<file path="src/rtl/mvt_pkg.sv">
// shared constants, types and register map for the 4x4 matrix by vector transform
// depends on nothing; imported by every module of the block
`timescale 1ns / 1ps
`default_nettype none

package mvt_pkg;

   localparam int DATA_W        = 32;
   localparam int PROD_W        = 2 * DATA_W;
   localparam int CSR_W         = 64;
   localparam int CSR_IDX_W     = 4;
   localparam int NUM_REGS      = 8;
   localparam int NUM_ROWS      = 4;
   localparam int NUM_COLS      = 4;
   localparam int FRAC_BITS_DEF = 16;

   // register map, two coefficients per register
   localparam logic [CSR_IDX_W-1:0] REG_ROW0_COLS01 = 4'd0;
   localparam logic [CSR_IDX_W-1:0] REG_ROW0_COLS23 = 4'd1;
   localparam logic [CSR_IDX_W-1:0] REG_ROW1_COLS01 = 4'd2;
   localparam logic [CSR_IDX_W-1:0] REG_ROW1_COLS23 = 4'd3;
   localparam logic [CSR_IDX_W-1:0] REG_ROW2_COLS01 = 4'd4;
   localparam logic [CSR_IDX_W-1:0] REG_ROW2_COLS23 = 4'd5;
   localparam logic [CSR_IDX_W-1:0] REG_ROW3_COLS01 = 4'd6;
   localparam logic [CSR_IDX_W-1:0] REG_ROW3_COLS23 = 4'd7;

   // identity matrix in Q16.16
   localparam logic [CSR_W-1:0] CSR_RESET [NUM_REGS] = '{
      64'h0000_0000_0001_0000, 64'h0000_0000_0000_0000,
      64'h0001_0000_0000_0000, 64'h0000_0000_0000_0000,
      64'h0000_0000_0000_0000, 64'h0000_0000_0001_0000,
      64'h0000_0000_0000_0000, 64'h0001_0000_0000_0000
   };

   localparam logic signed [DATA_W-1:0] SAT_MAX = {1'b0, {(DATA_W-1){1'b1}}};
   localparam logic signed [DATA_W-1:0] SAT_MIN = {1'b1, {(DATA_W-1){1'b0}}};

   // control that travels down the pipeline beside the data
   typedef struct packed {
      logic valid;
      logic point;
   } pipe_ctl_type;

endpackage : mvt_pkg

`default_nettype wire

</file>
<file path="src/rtl/mvt_csr.sv">
// coefficient register bank: eight 64-bit registers, split into sixteen coefficients
// depends on mvt_pkg
`timescale 1ns / 1ps
`default_nettype none

module mvt_csr (
   input  wire logic                                clock,
   input  wire logic                                reset,
   input  wire logic                                csr_we,
   input  wire logic [mvt_pkg::CSR_IDX_W-1:0]       csr_index,
   input  wire logic [mvt_pkg::CSR_W-1:0]           csr_wdata,
   output logic signed [mvt_pkg::DATA_W-1:0]        coef [mvt_pkg::NUM_ROWS][mvt_pkg::NUM_COLS]
);
   import mvt_pkg::*;

   logic [CSR_W-1:0] regs_ff [NUM_REGS];
   logic [CSR_W-1:0] regs_in [NUM_REGS];

   always_comb begin
      regs_in = regs_ff;
      if (csr_we) begin
         case (csr_index)
            REG_ROW0_COLS01: regs_in[0] = csr_wdata;
            REG_ROW0_COLS23: regs_in[1] = csr_wdata;
            REG_ROW1_COLS01: regs_in[2] = csr_wdata;
            REG_ROW1_COLS23: regs_in[3] = csr_wdata;
            REG_ROW2_COLS01: regs_in[4] = csr_wdata;
            REG_ROW2_COLS23: regs_in[5] = csr_wdata;
            REG_ROW3_COLS01: regs_in[6] = csr_wdata;
            REG_ROW3_COLS23: regs_in[7] = csr_wdata;
            default: ; // unmapped index, write dropped
         endcase
      end
   end

   always_ff @(posedge clock) begin
      if (reset) begin
         regs_ff <= CSR_RESET;
      end else begin
         regs_ff <= regs_in;
      end
   end

   // low half holds the even column
   always_comb begin
      for (int r = 0; r < NUM_ROWS; r++) begin
         coef[r][0] = regs_ff[2*r][DATA_W-1:0];
         coef[r][1] = regs_ff[2*r][2*DATA_W-1:DATA_W];
         coef[r][2] = regs_ff[2*r+1][DATA_W-1:0];
         coef[r][3] = regs_ff[2*r+1][2*DATA_W-1:DATA_W];
      end
   end

endmodule : mvt_csr

`default_nettype wire

</file>
<file path="config.mk">
export PLATFORM = sky130hd
export DESIGN_NAME = mvt_csr
export DESIGN_NICKNAME = d
export VERILOG_FILES = /design/src/rtl/mvt_pkg.sv /design/src/rtl/mvt_csr.sv
export SDC_FILE = /design/constraint.sdc
export NUM_CORES = 1
export LEC_CHECK = 0
export ABC_AREA = 1
export BUFFER_PORTS_ARGS = -buffer_cell sky130_fd_sc_hd__buf_4
export CORE_AREA = 5 5 225 227
export DETAILED_ROUTE_END_ITERATION = 6
export DIE_AREA = 0 0 230 232
export PLACE_DENSITY = 0.69
export SLEW_MARGIN = 10
export SYNTH_ARGS = -nofsm -noshare
export SYNTH_HDL_FRONTEND = slang
export SYNTH_SLANG_ARGS = --single-unit
</file>
<file path="constraint.sdc">
create_clock -name clock -period 1.1 [get_ports clock]
set_input_delay 0.11 -clock clock [delete_from_list [all_inputs] [get_ports clock]]
set_output_delay 0.11 -clock clock [all_outputs]
set_load 0.05 [all_outputs]
</file>
Word level (Yosys, flattened, before mapping)
Cells that the tools add are included.

storage, ports and cells
  register bits after elaboration = 512
  bits of input ports = 71
  output and inout bits = 512
  logic and storage cells = 24

operators by class
  eq/ne operators = 7
  reductions and logical operators = 9

operator list
  operator                                              count
  equality test 4 x 3 -> 1 bit (second input constant)  4
  AND reduction 2 bit                                   8
  equality test 4 x 2 -> 1 bit (second input constant)  2
  equality test 4 x 1 -> 1 bit (second input constant)  1
  logical NOT 4 bit                                     1

Depth between registers and ports, before layout
  depth after elaboration = 2
  gate-level depth with buffers = 8
  mapped depth without buffers = 6

Worst setup path after synthesis
No wires, ideal clock.

  kind = input to register
  start point = in csr_we
  end point = reg regs_ff (netlist bit coef[397])
  setup time = 114 ps
  data arrival time = 1,048 ps
  required time = 986 ps
  path slack = -62 ps
  stages = 6
  buffers on the path = 3
  path through = buf_2 clkbuf_1 clkbuf_1 nand4_1 nand2_1 nor2_1

between the ends
  longest elaborated chain between the ends = 1

RTL lines
  what                                  RTL line       source
  start: declaration                    mvt_csr.sv:9   input wire logic csr_we,
  AND reduction 2 bit (no source line)  -
  end signal: assignment                mvt_csr.sv:40  regs_ff <= regs_in;
  end: declaration                      mvt_csr.sv:16  logic [CSR_W-1:0] regs_ff [NUM_REGS];

No other way between the ends.
A chain may end at the register's enable or synchronous reset.

Final worst setup path
  start point = reg regs_ff (netlist bit coef[180])
  end point = out coef[180] in the netlist's numbering

RTL lines
  what              RTL line       source
  end: declaration  mvt_csr.sv:12  output logic signed [mvt_pkg::DATA_W-1:0] coef [mvt_pkg::NUM_ROWS][mvt_pkg::NUM_COLS]

No word-level cell between the ends.

==> results_dict.tcl <==
set metrics [dict create \
    final_area_um2 33000 \
    p_per_area_nw_per_um2 1300 \
    cts.clk_slew.worst_paths_ns 0.06 \
    whs_path_depth 5 \
    worst_setup_path_end_kind "primary output" \
    critPathBufInv 1 \
    layout_commonest_cell "nor2_1" \
    htreeDepth 2 \
    start_kind "register" \
    synth_area_um2 20000 \
    via_count 20900 \
    yosys.area.top_type "dfxtp_1" \
    fmax_mhz 826 \
    holdPathEnd "coef[496]$_SDFFE_PP1P_" \
    violations "DRC, setup timing" \
    crit_family "flip-flops" \
    area_growth_syn_to_layout_pct 65.2 \
    initial_core_util_pct 41.2 \
    power.leakage_nw 15.3 \
    antenna_found_initial 0 \
    drive_above_1_share_pct 36.7 \
    clk_latency_ns 0.57 \
    dp.cells 4081 \
    drtIter0Drc 1455 \
    hold_viol 0 \
    rsz0062_at_grt "yes" \
    cp_data_required_time_ns 0.99 \
    netlist_instances 2962 \
    ff2ff_path_depth 6 \
    worst_pin_slew_ns 0.327 \
    layout.area.seq_um2 11000 \
    tns_ns -41.45 \
    ir_drop_uv 1450 \
    power_mw 42.9 \
    crit_cells 1 \
    synthesis.nets 3033 \
    relSlewSlack_pct 78.2 \
    worstPathCellList "buf_8" \
    largest_reg_flops 512 \
    core_area_um2 48400 \
    fin_crit_ns 1.21 \
    grt_pass1_wl_mm 113 \
    hp-start "csr_index[1]" \
    clockBufferDepth 3 \
    wire_per_inst_um 17.7 \
    fin_cells 4291 \
    post-place-ws_ns -0.267 \
    viasPerCell 4.86 \
    mostFrequentLayoutCells "1017 x nor2_1, 898 x nand2_1, 500 x buf_8" \
    critPathMaxFanout 2 \
    utilization_pct 68.1 \
    setup_violations 512 \
    port_buffers 582 \
    antennaDiodeCount 0 \
    met1_usage_pct 30.7 \
    clock-sinks 512 \
    dieWidth_um 230 \
    use_met3_pct 7.67 \
    globalRouteOverflowTotal 0 \
    reg2reg_to "coef[303]$_SDFFE_PP0P_" \
    fin_nets 3701 \
    drv_cap 0 \
    synth_top_cell_area_share_pct 51.3 \
    fin_ws_ns -0.110 \
    cts_tree "done" \
    netlist-cell-type-count 16 \
    place_hpwl_mm 48.2 \
    yosysSeqAreaShare_pct 51.3 \
    crit_type "reg2out" \
    multiInputGateArea_um2 8190 \
    drt-total-wl_mm 75.8 \
    ys_seq_elements 512 \
    rrSetupSlack_ns 0.20 \
    cp_slowest_cell "dfxtp_2" \
    numCtsBuffers 53 \
    place_area_um2 25700 \
    top_usage_layer "met2" \
    syn_area_per_cell_um2 6.74 \
    ys_top_cells_by_area "dfxtp_1 51%, nor2_1 19%, nand2_1 17%, nand4_1 4.0%, inv_1 3.6%" \
    die_area_um2 53400 \
    critical_path_arrival_ns 1.10 \
    hold_class "in2reg" \
    grt_use_met2_pct 44.4 \
    grt_usage_pct 26.3 \
    critPathMaxStageDelay_ns 0.37 \
    whs_ns 0.0389 \
    drcViolationCount 5 \
    pin_count 583 \
    period_share_pct 110 \
    reg2reg_from "coef[303]$_SDFFE_PP0P_" \
    grt_max_degree 55 \
    drtAntennaViolNets 0 \
    dr.pass1.iters 7 \
    report.final.slew_viol_count 0 \
    fp.dieH_um 232 \
    fill_cells 3499 \
    routabilityCongestion 0.839 \
    num_rows 81 \
    cts-root-buf "clkbuf_16" \
    status "finished, violations left" \
    ys_warn_count 0 \
    skew_ns 0 \
    grt_pass1_vias 19700 \
]
==> what timing repair did <==
item,4_1_cts,5_1_grt
gates cloned,0,1
hold buffers,68,0
resized for setup,1489,65
setup endpoints to repair,512,515
setup buffers,13,34
endpoints found under the hold margin,410,0
==> where the power goes <==
group | leakage, nW | internal [mW] | switching, mW
Sequential | 4.40 | 19.0 | 0.387
Clock | 0.855 | 10.3 | 7.47
Combinational | 10.1 | 2.25 | 3.59
Total | 15.3 | 31.5 | 11.5
==> worst max path at each step <==
stage	from	endpoint
finish	coef[180]$_SDFFE_PP0P_	coef[180]
global route	coef[180]$_SDFFE_PP0P_	coef[180]
CTS	coef[37]$_SDFFE_PP0P_	coef[37]
detailed placement	csr_index[3]	coef[28]$_SDFFE_PP0P_
global placement	csr_index[3]	coef[211]$_SDFFE_PP0P_
floorplan	csr_we	coef[333]$_SDFFE_PP0P_
==> metal layers <==
layer,vias up,wire (um),share of wire [%]
met5,-,0,0
met4,0,3920,5.2
met3,214,6530,8.6
met2,875,37000,49
met1,9582,28300,37
li1,10200,-,-
==> synth_stat cells, drive strengths merged <==
library cell,count
o21ai,2
nand2,898
buf,123
nand3b,1
nor2,1026
inv,196
clkbuf,68
nand3,8
nand4,128
dfxtp,512
==> cell type report <==
| cell class | count | area share, % |
|---|---|---|
| clock inverter | 15 | 0.338 |
| sequential | 512 | 33.2 |
| timing repair buffer | 804 | 32.2 |
| clock buffer | 79 | 4.86 |
| multi-input combinational | 2063 | 24.8 |
| tap | 622 | 2.36 |
| inverter | 196 | 2.25 |
==> logic make-up after synthesis <==
logic type / share of synthesized area, %
and+or+nand+nor: 40.6
AOI/OAI and AO/OA: 0.0501
buffers and inverters: 8.00
DFF: 51.3
No activity file was read; power rests on OpenSTA's default activity.
