==> config.mk <==
export PLATFORM = sky130hd
export DESIGN_NAME = mvt_row_sum
export DESIGN_NICKNAME = d
export VERILOG_FILES = /design/src/rtl/mvt_pkg.sv /design/src/rtl/mvt_row_sum.sv
export SDC_FILE = /design/constraint.sdc
export NUM_CORES = 1
export LEC_CHECK = 0
export BUFFER_PORTS_ARGS = -buffer_cell sky130_fd_sc_hd__buf_2
export CELL_PAD_IN_SITES_DETAIL_PLACEMENT = 0
export CELL_PAD_IN_SITES_GLOBAL_PLACEMENT = 2
export CORE_UTILIZATION = 34
export DETAILED_ROUTE_END_ITERATION = 10
export PLACE_DENSITY = 0.94
export SYNTH_ARGS = -nofsm -noshare
export SYNTH_HDL_FRONTEND = slang
export SYNTH_SLANG_ARGS = --single-unit
==> constraint.sdc <==
create_clock -name clock -period 7.53 [get_ports clock]
set_input_delay 0.3765 -clock clock [delete_from_list [all_inputs] [get_ports clock]]
set_output_delay 0.3765 -clock clock [all_outputs]
set_load 0.005 [all_outputs]
==> src/rtl/mvt_pkg.sv <==
// shared constants, types and register map for the 4x4 matrix by vector transform
// depends on nothing; imported by every module of the block
`timescale 1ns / 1ps
`default_nettype none

package mvt_pkg;

   localparam int DATA_W        = 32;
   localparam int PROD_W        = 2 * DATA_W;
   localparam int CSR_W         = 64;
   localparam int CSR_IDX_W     = 4;
   localparam int NUM_REGS      = 8;
   localparam int NUM_ROWS      = 4;
   localparam int NUM_COLS      = 4;
   localparam int FRAC_BITS_DEF = 16;

   // register map, two coefficients per register
   localparam logic [CSR_IDX_W-1:0] REG_ROW0_COLS01 = 4'd0;
   localparam logic [CSR_IDX_W-1:0] REG_ROW0_COLS23 = 4'd1;
   localparam logic [CSR_IDX_W-1:0] REG_ROW1_COLS01 = 4'd2;
   localparam logic [CSR_IDX_W-1:0] REG_ROW1_COLS23 = 4'd3;
   localparam logic [CSR_IDX_W-1:0] REG_ROW2_COLS01 = 4'd4;
   localparam logic [CSR_IDX_W-1:0] REG_ROW2_COLS23 = 4'd5;
   localparam logic [CSR_IDX_W-1:0] REG_ROW3_COLS01 = 4'd6;
   localparam logic [CSR_IDX_W-1:0] REG_ROW3_COLS23 = 4'd7;

   // identity matrix in Q16.16
   localparam logic [CSR_W-1:0] CSR_RESET [NUM_REGS] = '{
      64'h0000_0000_0001_0000, 64'h0000_0000_0000_0000,
      64'h0001_0000_0000_0000, 64'h0000_0000_0000_0000,
      64'h0000_0000_0000_0000, 64'h0000_0000_0001_0000,
      64'h0000_0000_0000_0000, 64'h0001_0000_0000_0000
   };

   localparam logic signed [DATA_W-1:0] SAT_MAX = {1'b0, {(DATA_W-1){1'b1}}};
   localparam logic signed [DATA_W-1:0] SAT_MIN = {1'b1, {(DATA_W-1){1'b0}}};

   // control that travels down the pipeline beside the data
   typedef struct packed {
      logic valid;
      logic point;
   } pipe_ctl_type;

endpackage : mvt_pkg

`default_nettype wire

==> src/rtl/mvt_row_sum.sv <==
// one row of the product: scale, two-level adder tree and saturation over two stages
// depends on mvt_pkg
`timescale 1ns / 1ps
`default_nettype none

module mvt_row_sum #(
   parameter int FRAC_BITS = mvt_pkg::FRAC_BITS_DEF
) (
   input  wire logic                                clock,
   input  wire logic signed [mvt_pkg::PROD_W-1:0]   prod [mvt_pkg::NUM_COLS],
   input  wire logic                                kill,
   output logic signed [mvt_pkg::DATA_W-1:0]        value_ff,
   output logic                                     sat_ff
);
   import mvt_pkg::*;

   localparam int SHIFT_W = PROD_W - FRAC_BITS;
   localparam int PAIR_W  = SHIFT_W + 1;
   localparam int SUM_W   = SHIFT_W + 2;

   logic signed [SHIFT_W-1:0] scaled [NUM_COLS];
   logic signed [PAIR_W-1:0]  pair_in [2];
   logic signed [PAIR_W-1:0]  pair_ff [2];
   logic signed [SUM_W-1:0]   total;
   logic [SUM_W-DATA_W:0]     total_top;
   logic                      ovf;
   logic signed [DATA_W-1:0]  value_in;
   logic                      sat_in;

   // dropping the low bits is a floor shift
   always_comb begin
      for (int c = 0; c < NUM_COLS; c++) begin
         scaled[c] = prod[c][PROD_W-1:FRAC_BITS];
      end
      for (int p = 0; p < 2; p++) begin
         pair_in[p] = {scaled[2*p][SHIFT_W-1], scaled[2*p]}
                    + {scaled[2*p+1][SHIFT_W-1], scaled[2*p+1]};
      end
   end

   always_ff @(posedge clock) begin
      pair_ff <= pair_in;
   end

   always_comb begin
      total     = {pair_ff[0][PAIR_W-1], pair_ff[0]} + {pair_ff[1][PAIR_W-1], pair_ff[1]};
      total_top = total[SUM_W-1:DATA_W-1];
      ovf       = !((&total_top) || !(|total_top));
      if (kill) begin
         value_in = '0;
         sat_in   = 1'b0;
      end else if (ovf) begin
         value_in = total[SUM_W-1] ? SAT_MIN : SAT_MAX;
         sat_in   = 1'b1;
      end else begin
         value_in = total[DATA_W-1:0];
         sat_in   = 1'b0;
      end
   end

   always_ff @(posedge clock) begin
      value_ff <= value_in;
      sat_ff   <= sat_in;
   end

endmodule : mvt_row_sum

`default_nettype wire

Word level (Yosys, flattened, before mapping). Index checks and enable logic that the tools add are counted.

Output and inout bits: 33. Word-level logic and storage cells: 14. Bits in registers: 131. Input port bits: 258.

Muxes and demuxes: 3. Reductions and logical operators: 4. $add $sub $neg: 3.

Operators with widths (count): adder 48 x 48 -> 49 bit (2); 2-to-1 mux 32 bit (2); adder 49 x 49 -> 50 bit (1); AND reduction 19 bit (1); OR reduction 19 bit (1); logical NOT 1 bit (1); logical OR 1 bit (1); 2-to-1 mux 1 bit (1).

Depth between registers and ports, before layout. Gate-level depths: netlist (run 1).

Word-level depth: 5. Depth in mapped cells: 16. Depth with buffers taken out: 14.

Worst setup path after synthesis (run 1). OpenSTA, ideal clock, no wires.

Kind: register -> register. Start: register pair_ff[24] in the netlist's numbering. End: register value_ff[2] in the netlist's numbering. Data required time: 7405 ps. Buffers on the path: 2. Slack: 3801 ps. Library setup time: 125 ps. Period minus slack after synthesis: 3729 ps. Stages on the path, launching flop included: 15. Arrival: 3604 ps. Path through: dfxtp_1 ha_1 buf_2 nand4_1 or3_1 or2_1 a311o_1 a211oi_2 mux2i_1 o211ai_1 or4_4 nor4_4 or3b_4 buf_6 o21ai_1.

Word-level cells in the longest chain between the ends: 5. Elaborated cells between the ends (all ways): 7. Those cells by class: 1 x add/sub; 2 x mux; 4 x reduce/logical.

RTL lines: start, declared (line mvt_row_sum.sv:23) `logic signed [PAIR_W-1:0] pair_ff [2];`; start signal, assigned (line mvt_row_sum.sv:42) `pair_ff <= pair_in;`; adder 49 x 49 -> 50 bit (*) (line mvt_row_sum.sv:46) `total = {pair_ff[0][PAIR_W-1], pair_ff[0]} + {pair_ff[1][PAIR_W-1], pair_ff[1]};`; OR reduction 19 bit (line mvt_row_sum.sv:48) `ovf = !((&total_top) || !(|total_top));`; logical NOT 1 bit (line mvt_row_sum.sv:48); logical OR 1 bit (line mvt_row_sum.sv:48); 2-to-1 mux 32 bit (*) (line mvt_row_sum.sv:52) `end else if (ovf) begin`; end signal, assigned (line mvt_row_sum.sv:62) `value_ff <= value_in;`; end, declared (line mvt_row_sum.sv:12) `output logic signed [mvt_pkg::DATA_W-1:0] value_ff,`.

Mark *: on every way between the ends. The rest lies on a longest branch, timed or not. A chain may end at the register's enable or synchronous reset.

Final worst setup path (run 1).
Start: register pair_ff[73] in the netlist's numbering. End: register value_ff[2] in the netlist's numbering.

The elaborated chain is that of the path after synthesis.

==> results of run 1 <==
[sequential cells by signal, indices dropped and copies added, names as in the netlist]
name / count
pair_ff: 98
value_ff: 32
sat_ff: 1
[kinds of logic (layout without fill, tap and decap cells)]
group | Yosys count | after routing
adder cells (fa/ha/maj) | 148 | 148
flip-flops | 131 | 131
AO/OA/AOI/OAI | 514 | 514
AND/OR/NAND/NOR | 380 | 380
XOR/XNOR | 120 | 120
buffers and inverters | 88 | 308
multiplexers | 3 | 3
[path summary, 6_finish.rpt]
check,start,to,depth (start not counted)
worst min-delay path,prod[208],pair_ff[49]$_DFF_P_,2
worst max register to register,pair_ff[73]$_DFF_P_,value_ff[2]$_SDFF_PP0_,12
worst min register to register,pair_ff[0]$_DFF_P_,value_ff[0]$_SDFF_PP0_,3
worst max-delay path,pair_ff[73]$_DFF_P_,value_ff[2]$_SDFF_PP0_,12
[through the flow]
stage | power (mW) | hold slack (ns) | util (%)
2_1_floorplan | 2.48 | 0.449 | -
3_3_place_gp | 3.07 | 0.588 | 39.1
3_5_place_dp | 3.07 | 0.590 | 39.1
4_1_cts | 3.95 | 0.143 | 41.0
5_1_grt | 4.23 | 0.148 | 41.0
6_report | 3.93 | 0.160 | 41.0
[routing by layer]
layer  GRT usage, %  vias to the layer above  wire length, microns  part of all wire [%]
met5              0                        -                     0                     0
met4           4.50                        0                   297                  0.94
met3           1.74                       19                  1300                   4.1
met2           27.7                      250                 13200                    42
met1           28.4                     4803                 16900                    53
li1               -                     5536                     -                     -
[cell type report]
type | instances | area, sq um | area share, %
Multi-Input combinational cell | 1165 | 8230 | 61.7
Sequential cell | 131 | 2620 | 19.6
Timing Repair Buffer | 227 | 1140 | 8.53
Tap cell | 442 | 553 | 4.14
Clock buffer | 19 | 443 | 3.32
Inverter | 49 | 184 | 1.38
Clock inverter | 13 | 176 | 1.32
[power by group]
part / internal, mW / switching, mW / total [mW]
clock network: 0.535 / 0.325 / 0.860
logic: 0.836 / 1.30 / 2.14
registers: 0.875 / 0.0601 / 0.935
total: 2.25 / 1.68 / 3.93
[critical path, stage by stage (launching register included)]
cell and delay (ns):
dfxtp_1 0.30, ha_1 0.45, nand4_1 0.20, or3_1 0.42, or2_1 0.23, a311o_1 0.38, a211oi_2 0.44, mux2i_1 0.29
o211ai_1 0.11, or4_4 0.55, nor4_4 0.39, or3b_4 0.55, o21ai_1 0.15
[cell usage in the layout (no fill, tap or decap), types with 21 or more instances in the layout]
| cell type | synthesis | final |
|---|---|---|
| o21a_1 | 22 | 22 |
| nor3_1 | 24 | 24 |
| a21o_1 | 62 | 62 |
| xor2_1 | 52 | 52 |
| o21ai_0 | 83 | 83 |
| ha_1 | 145 | 145 |
| o21ai_2 | 31 | 31 |
| nor2_1 | 97 | 97 |
| nor2b_1 | 22 | 22 |
| nand4_1 | 21 | 21 |
| a21oi_1 | 151 | 151 |
| nand3_1 | 33 | 33 |
| dfxtp_1 | 131 | 131 |
| nand2_1 | 105 | 105 |
| buf_2 | 13 | 226 |
| xnor2_1 | 68 | 68 |
| inv_1 | 48 | 48 |
==> flow_summary.toml, run 1 <==
[sta]
tightestPinTransition_ns = 1.12
fin_tns_setup_ns = 0
post-route-period-util_pct = 61.5
rsz0062_at_grt = "no"
slew_viol_final = 0
setup_viol_count_final = 0
fmax_mhz = 216
maxSlewHeadroom_pct = 25.5
setup_slack_ns = 2.90
layout_min_cycle_time_ns = 4.63
hold_violations = 0
finClkSkew_ns = 0.0104

[drt]
viasPerCell = 5.18
route.detailed.drc = 0
drt_iter0_drc = 521
vias = 10600
detail-route-antenna-nets = 0
wire_per_inst_microns = 15.5
first_pass_iters = 5
routed_wl_microns = 31700

[synth]
ys.flop_type = "dfxtp_1"
synth-seq-area-share_pct = 23.3
syn_area_sq_mm = 0.0112
ys_warn_count = 0
synthTopCellsByCount = "a21oi_1, ha_1, dfxtp_1, nand2_1, nor2_1"
yosysUniqueCellTypes = 79
yosys.area_share.simple_pct = 16.6
ys_top_cells_by_area = "dfxtp_1, ha_1, a21oi_1"
synthCells = 1384
synth_largest_area_cell = "dfxtp_1"
synth_fa_ha_area_share_pct = 16.7
synth_edf_count = 0
synth_top_area_share_pct = 23.3
synth_compound_area_share_pct = 30.3
yosys.cell_count.top_type = "a21oi_1"
synth_top_family_by_area = "compound AO/OA/AOI/OAI gates"
synthArstFlopShare_pct = 0
syn_nets = 1790
synth.mux.area_fraction_pct = 0.267
synth_seq_cells = 131
synth_xor_area_share_pct = 9.35
syn_avg_cell_area_sq_um = 8.12

[placed_design]
hpwl_microns = 26900
dp.cells = 2014
place_area_sq_mm = 0.0127
place_ws_ns = 2.79
numPortBuffers = 226
place.gp.congestion = 0.889

[grt]
grt_pass1_vias = 9776
grt_use_total_pct = 18.6
grt_pass1_wl_microns = 50200
antenna_found_initial = 0
grt_start_max_net_pins = 32
grt-ovfl-total = 0

[clock_network]
cts-resized-gates = 0
clkSinkCount = 131
cts_setup_buffers = 0
clockBufferDepth = 2
worstSkewPairLatency_ns = 0.42
numCtsBuffers = 17
cts_tree = "done"
cts_root_buf = "clkbuf_16"
htreeDepth = 4
clk_pin_slew_ns = 0.06
ctsHoldBuffers = 0

[flow_run]
maxCapViolCount = 0

[finish]
antenna_cells = 0
layout-drive-gt1-share_pct = 19.6
fill_cells = 3417
layout.cells.non_filler = 2046
area_delta_synth_final_pct = 18.8
fin_nets = 1997
fin_area_sq_mm = 0.0134

[die]
fp.coreArea_sq_mm = 0.0325
start_util_pct = 34.5
dieHeight_microns = 184
dieArea_sq_mm = 0.0338
boundaryPins = 291
die_x_microns = 184
num_rows = 66

[critical_path]
cp.required_ns = 7.79
path_max_fanout = 31
reg2reg_slack_ns = 2.90
crit_arrival_ns = 4.90
critical_path_class = "flop to flop"
start_kind = "flop"
cp-end-kind = "flop"

[status]
status = "finished, final reports clean"

[pwr]
power.density_mw_per_mm2 = 294
peakVddDrop_mv = 0.121
leakagePower_nw = 6.12

[hold_path]
hold_class = "primary input to flop"
(Power assumes the default switching activity.)
==> run 2: changes to the inputs <==
ABC_AREA = 1   (was unset)
CORE_UTILIZATION = 26   (was 34)
PLACE_DENSITY = 0.83   (was 0.94)
clock period = 4.09 ns   (was 7.53 ns; I/O delays follow)
==> run 2 against run 1 <==
Compared with the run above:
- utilization fell by 9.6 points
- combinational power rose by 120%
- register-to-register slack got worse by 2.1 ns
- largest cell class unchanged
==> flow_summary.toml, run 2 <==
[status]
status = "finished, final reports clean"

[die]
dieHeight_microns = 229
fp.coreArea_sq_mm = 0.0504
dieArea_sq_mm = 0.0522
boundaryPins = 291
start_util_pct = 26.5
num_rows = 82
die_x_microns = 229

[finish]
final_cell_mix = "nand2_1, inv_1, nor2_1"
largest_register_ffs = 98
area_delta_synth_final_pct = 18.8
final_common_cell = "nand2_1"
top_register = "pair_ff"
fill_cells = 5782
antenna_cells = 0
reg_top3 = "pair_ff (98), value_ff (32), sat_ff (1)"
layout-drive-gt1-share_pct = 13.8
fin_nets = 2802

[synth]
synth_top_family_by_area = "simple AND/OR/NAND/NOR gates"
synth.mux.area_fraction_pct = 0
synth-seq-area-share_pct = 19.7
synth_largest_area_cell = "dfxtp_1"
ys_warn_count = 0
syn_nets = 2563
synth_edf_count = 0
yosys.area_share.simple_pct = 30.8
synthArstFlopShare_pct = 0
ys_top_cells_by_area = "dfxtp_1, nand2_1, ha_1"
syn_avg_cell_area_sq_um = 6.19
synth_fa_ha_area_share_pct = 14.0
synthCells = 2157
yosysUniqueCellTypes = 47
ys.flop_type = "dfxtp_1"
synthTopCellsByCount = "nand2_1, inv_1, nor2_1, a21oi_1, ha_1"
synth_top_area_share_pct = 19.7
yosys.cell_count.top_type = "nand2_1"
synth_seq_cells = 131
synth_xor_area_share_pct = 8.07
syn_area_sq_mm = 0.0133
synth_compound_area_share_pct = 16.7

[drt]
routed.top_layer = "met4"
dr_wl_met3_microns = 1730
drt_iter0_drc = 592
met1_length_microns = 23700
first_pass_iters = 8
detail-route-antenna-nets = 0
viasPerCell = 4.58
wire_per_inst_microns = 15.7
routed_wl_microns = 48500
vias = 14100
routed-wl-met2_microns = 22100
route.detailed.drc = 0

[sta]
fin_tns_setup_ns = 0
layout_min_cycle_time_ns = 3.33
tightestPinTransition_ns = 0.769
slew_viol_final = 0
rsz0062_at_grt = "no"
hold_slack_ns = 0.0581
finClkSkew_ns = 0.0114
hold_violations = 0
post-route-period-util_pct = 81.5
fmax_mhz = 300
maxSlewHeadroom_pct = 48.7
setup_viol_count_final = 0

[critical_path]
start_kind = "flop"
reg2reg_slack_ns = 0.76
r2r-start = "pair_ff[84]$_DFF_P_"
cp-startpoint = "pair_ff[84]$_DFF_P_"
r2r_cells = 17
crit_end = "value_ff[19]$_SDFF_PP0_"
path_max_fanout = 31
crit_arrival_ns = 3.63
critical_path_class = "flop to flop"
cp.required_ns = 4.39
cp-end-kind = "flop"
reg2reg_to = "value_ff[19]$_SDFF_PP0_"

[grt]
grt-ovfl-total = 0
grt_start_max_net_pins = 34
grt_use_total_pct = 18.5
antenna_found_initial = 1
grt_pass1_vias = 14300
grt_pass1_wl_microns = 75400

[clock_network]
cts_root_buf = "clkbuf_16"
cts_tree = "done"
worstSkewPairLatency_ns = 0.46
clkSinkCount = 131
htreeDepth = 4
clockBufferDepth = 2
clk_pin_slew_ns = 0.06
numCtsBuffers = 17

[pwr]
leakagePower_nw = 8.15
peakVddDrop_mv = 0.282
power.density_mw_per_mm2 = 507

[hold_path]
hold_class = "primary input to flop"

[placed_design]
place.gp.congestion = 0.889
numPortBuffers = 226
hpwl_microns = 43400

[flow_run]
maxCapViolCount = 0
run 2: area by class of cell:
type / count / area, sq um / share of cell area, %
well taps: 672 / 841 / 5.31
clock buffers: 18 / 439 / 2.77
flip-flops and latches: 131 / 2620 / 16.6
clock inverters: 14 / 129 / 0.813
multi-input cells: 1654 / 9280 / 58.6
inverters: 361 / 1360 / 8.55
repair buffers: 231 / 1170 / 7.41
run 2: through the flow:
step / cells / power (mW) / instance area, sq um / setup WS, ns / utilization [%]
3_3_place_gp: 3047 / 6.59 / 15300 / 0.852 / 30.3
5_1_grt: 3081 / 8.76 / 15800 / 0.473 / 31.5
2_1_floorplan: 2157 / 5.06 / 13300 / 1.63 / -
4_1_cts: 3081 / 8.11 / 15800 / 0.788 / 31.5
6_report: 3081 / 8.03 / 15800 / 0.755 / 31.5
3_5_place_dp: 3047 / 6.59 / 15300 / 0.809 / 30.3
run 2: cells by family (layout without fill, tap and decap cells):
kind of cell             Yosys count  after routing
adder cells (fa/ha/maj)          148            148
buffers and inverters            372            624
flip-flops                       131            131
AO/OA/AOI/OAI                    384            384
XOR/XNOR                         123            123
AND/OR/NAND/NOR                  999            999
run 2: metal layers:
layer	vias up	global-route usage, %
met2	310	31.5
li1	7398	-
met5	-	0
met4	0	5.43
met1	6342	24.4
met3	51	2.20
run 2: worst min path at each step:
stage	from	endpoint	slack, ns	cells after the start
2_1_floorplan	prod[80]	pair_ff[0]$_DFF_P_	0.32	1
3_3_place_gp	prod[80]	pair_ff[0]$_DFF_P_	0.42	2
3_5_place_dp	prod[80]	pair_ff[0]$_DFF_P_	0.43	2
4_1_cts	prod[208]	pair_ff[49]$_DFF_P_	0.04	2
5_1_grt	prod[208]	pair_ff[49]$_DFF_P_	0.05	2
6_report	prod[208]	pair_ff[49]$_DFF_P_	0.06	2
run 2: worst max-delay path, stage by stage, from the launching register on:
cell     delay [ns]
dfxtp_1        0.33
ha_1           0.47
nand2_1        0.13
inv_1          0.09
nand2_1        0.11
nor2_1         0.22
inv_1          0.10
nor4_1         0.33
nand2_1        0.15
nand3_1        0.09
nand2_1        0.09
nor2_1         0.10
nand2_1        0.07
nor2_1         0.14
nand3_2        0.14
nand2_2        0.08
buf_4          0.39
a21oi_1        0.14
run 2: repair_timing:
item	in CTS	in global routing
setup buffers	0	0
hold buffers	2	0
hold endpoints to repair	1	0
resized for setup	0	0
endpoints found under the setup margin	0	0
run 2: power breakdown:
part	switching, mW	internal [mW]
clock	0.629	0.855
combinational	3.14	1.63
sequential	0.137	1.64
total	3.91	4.13
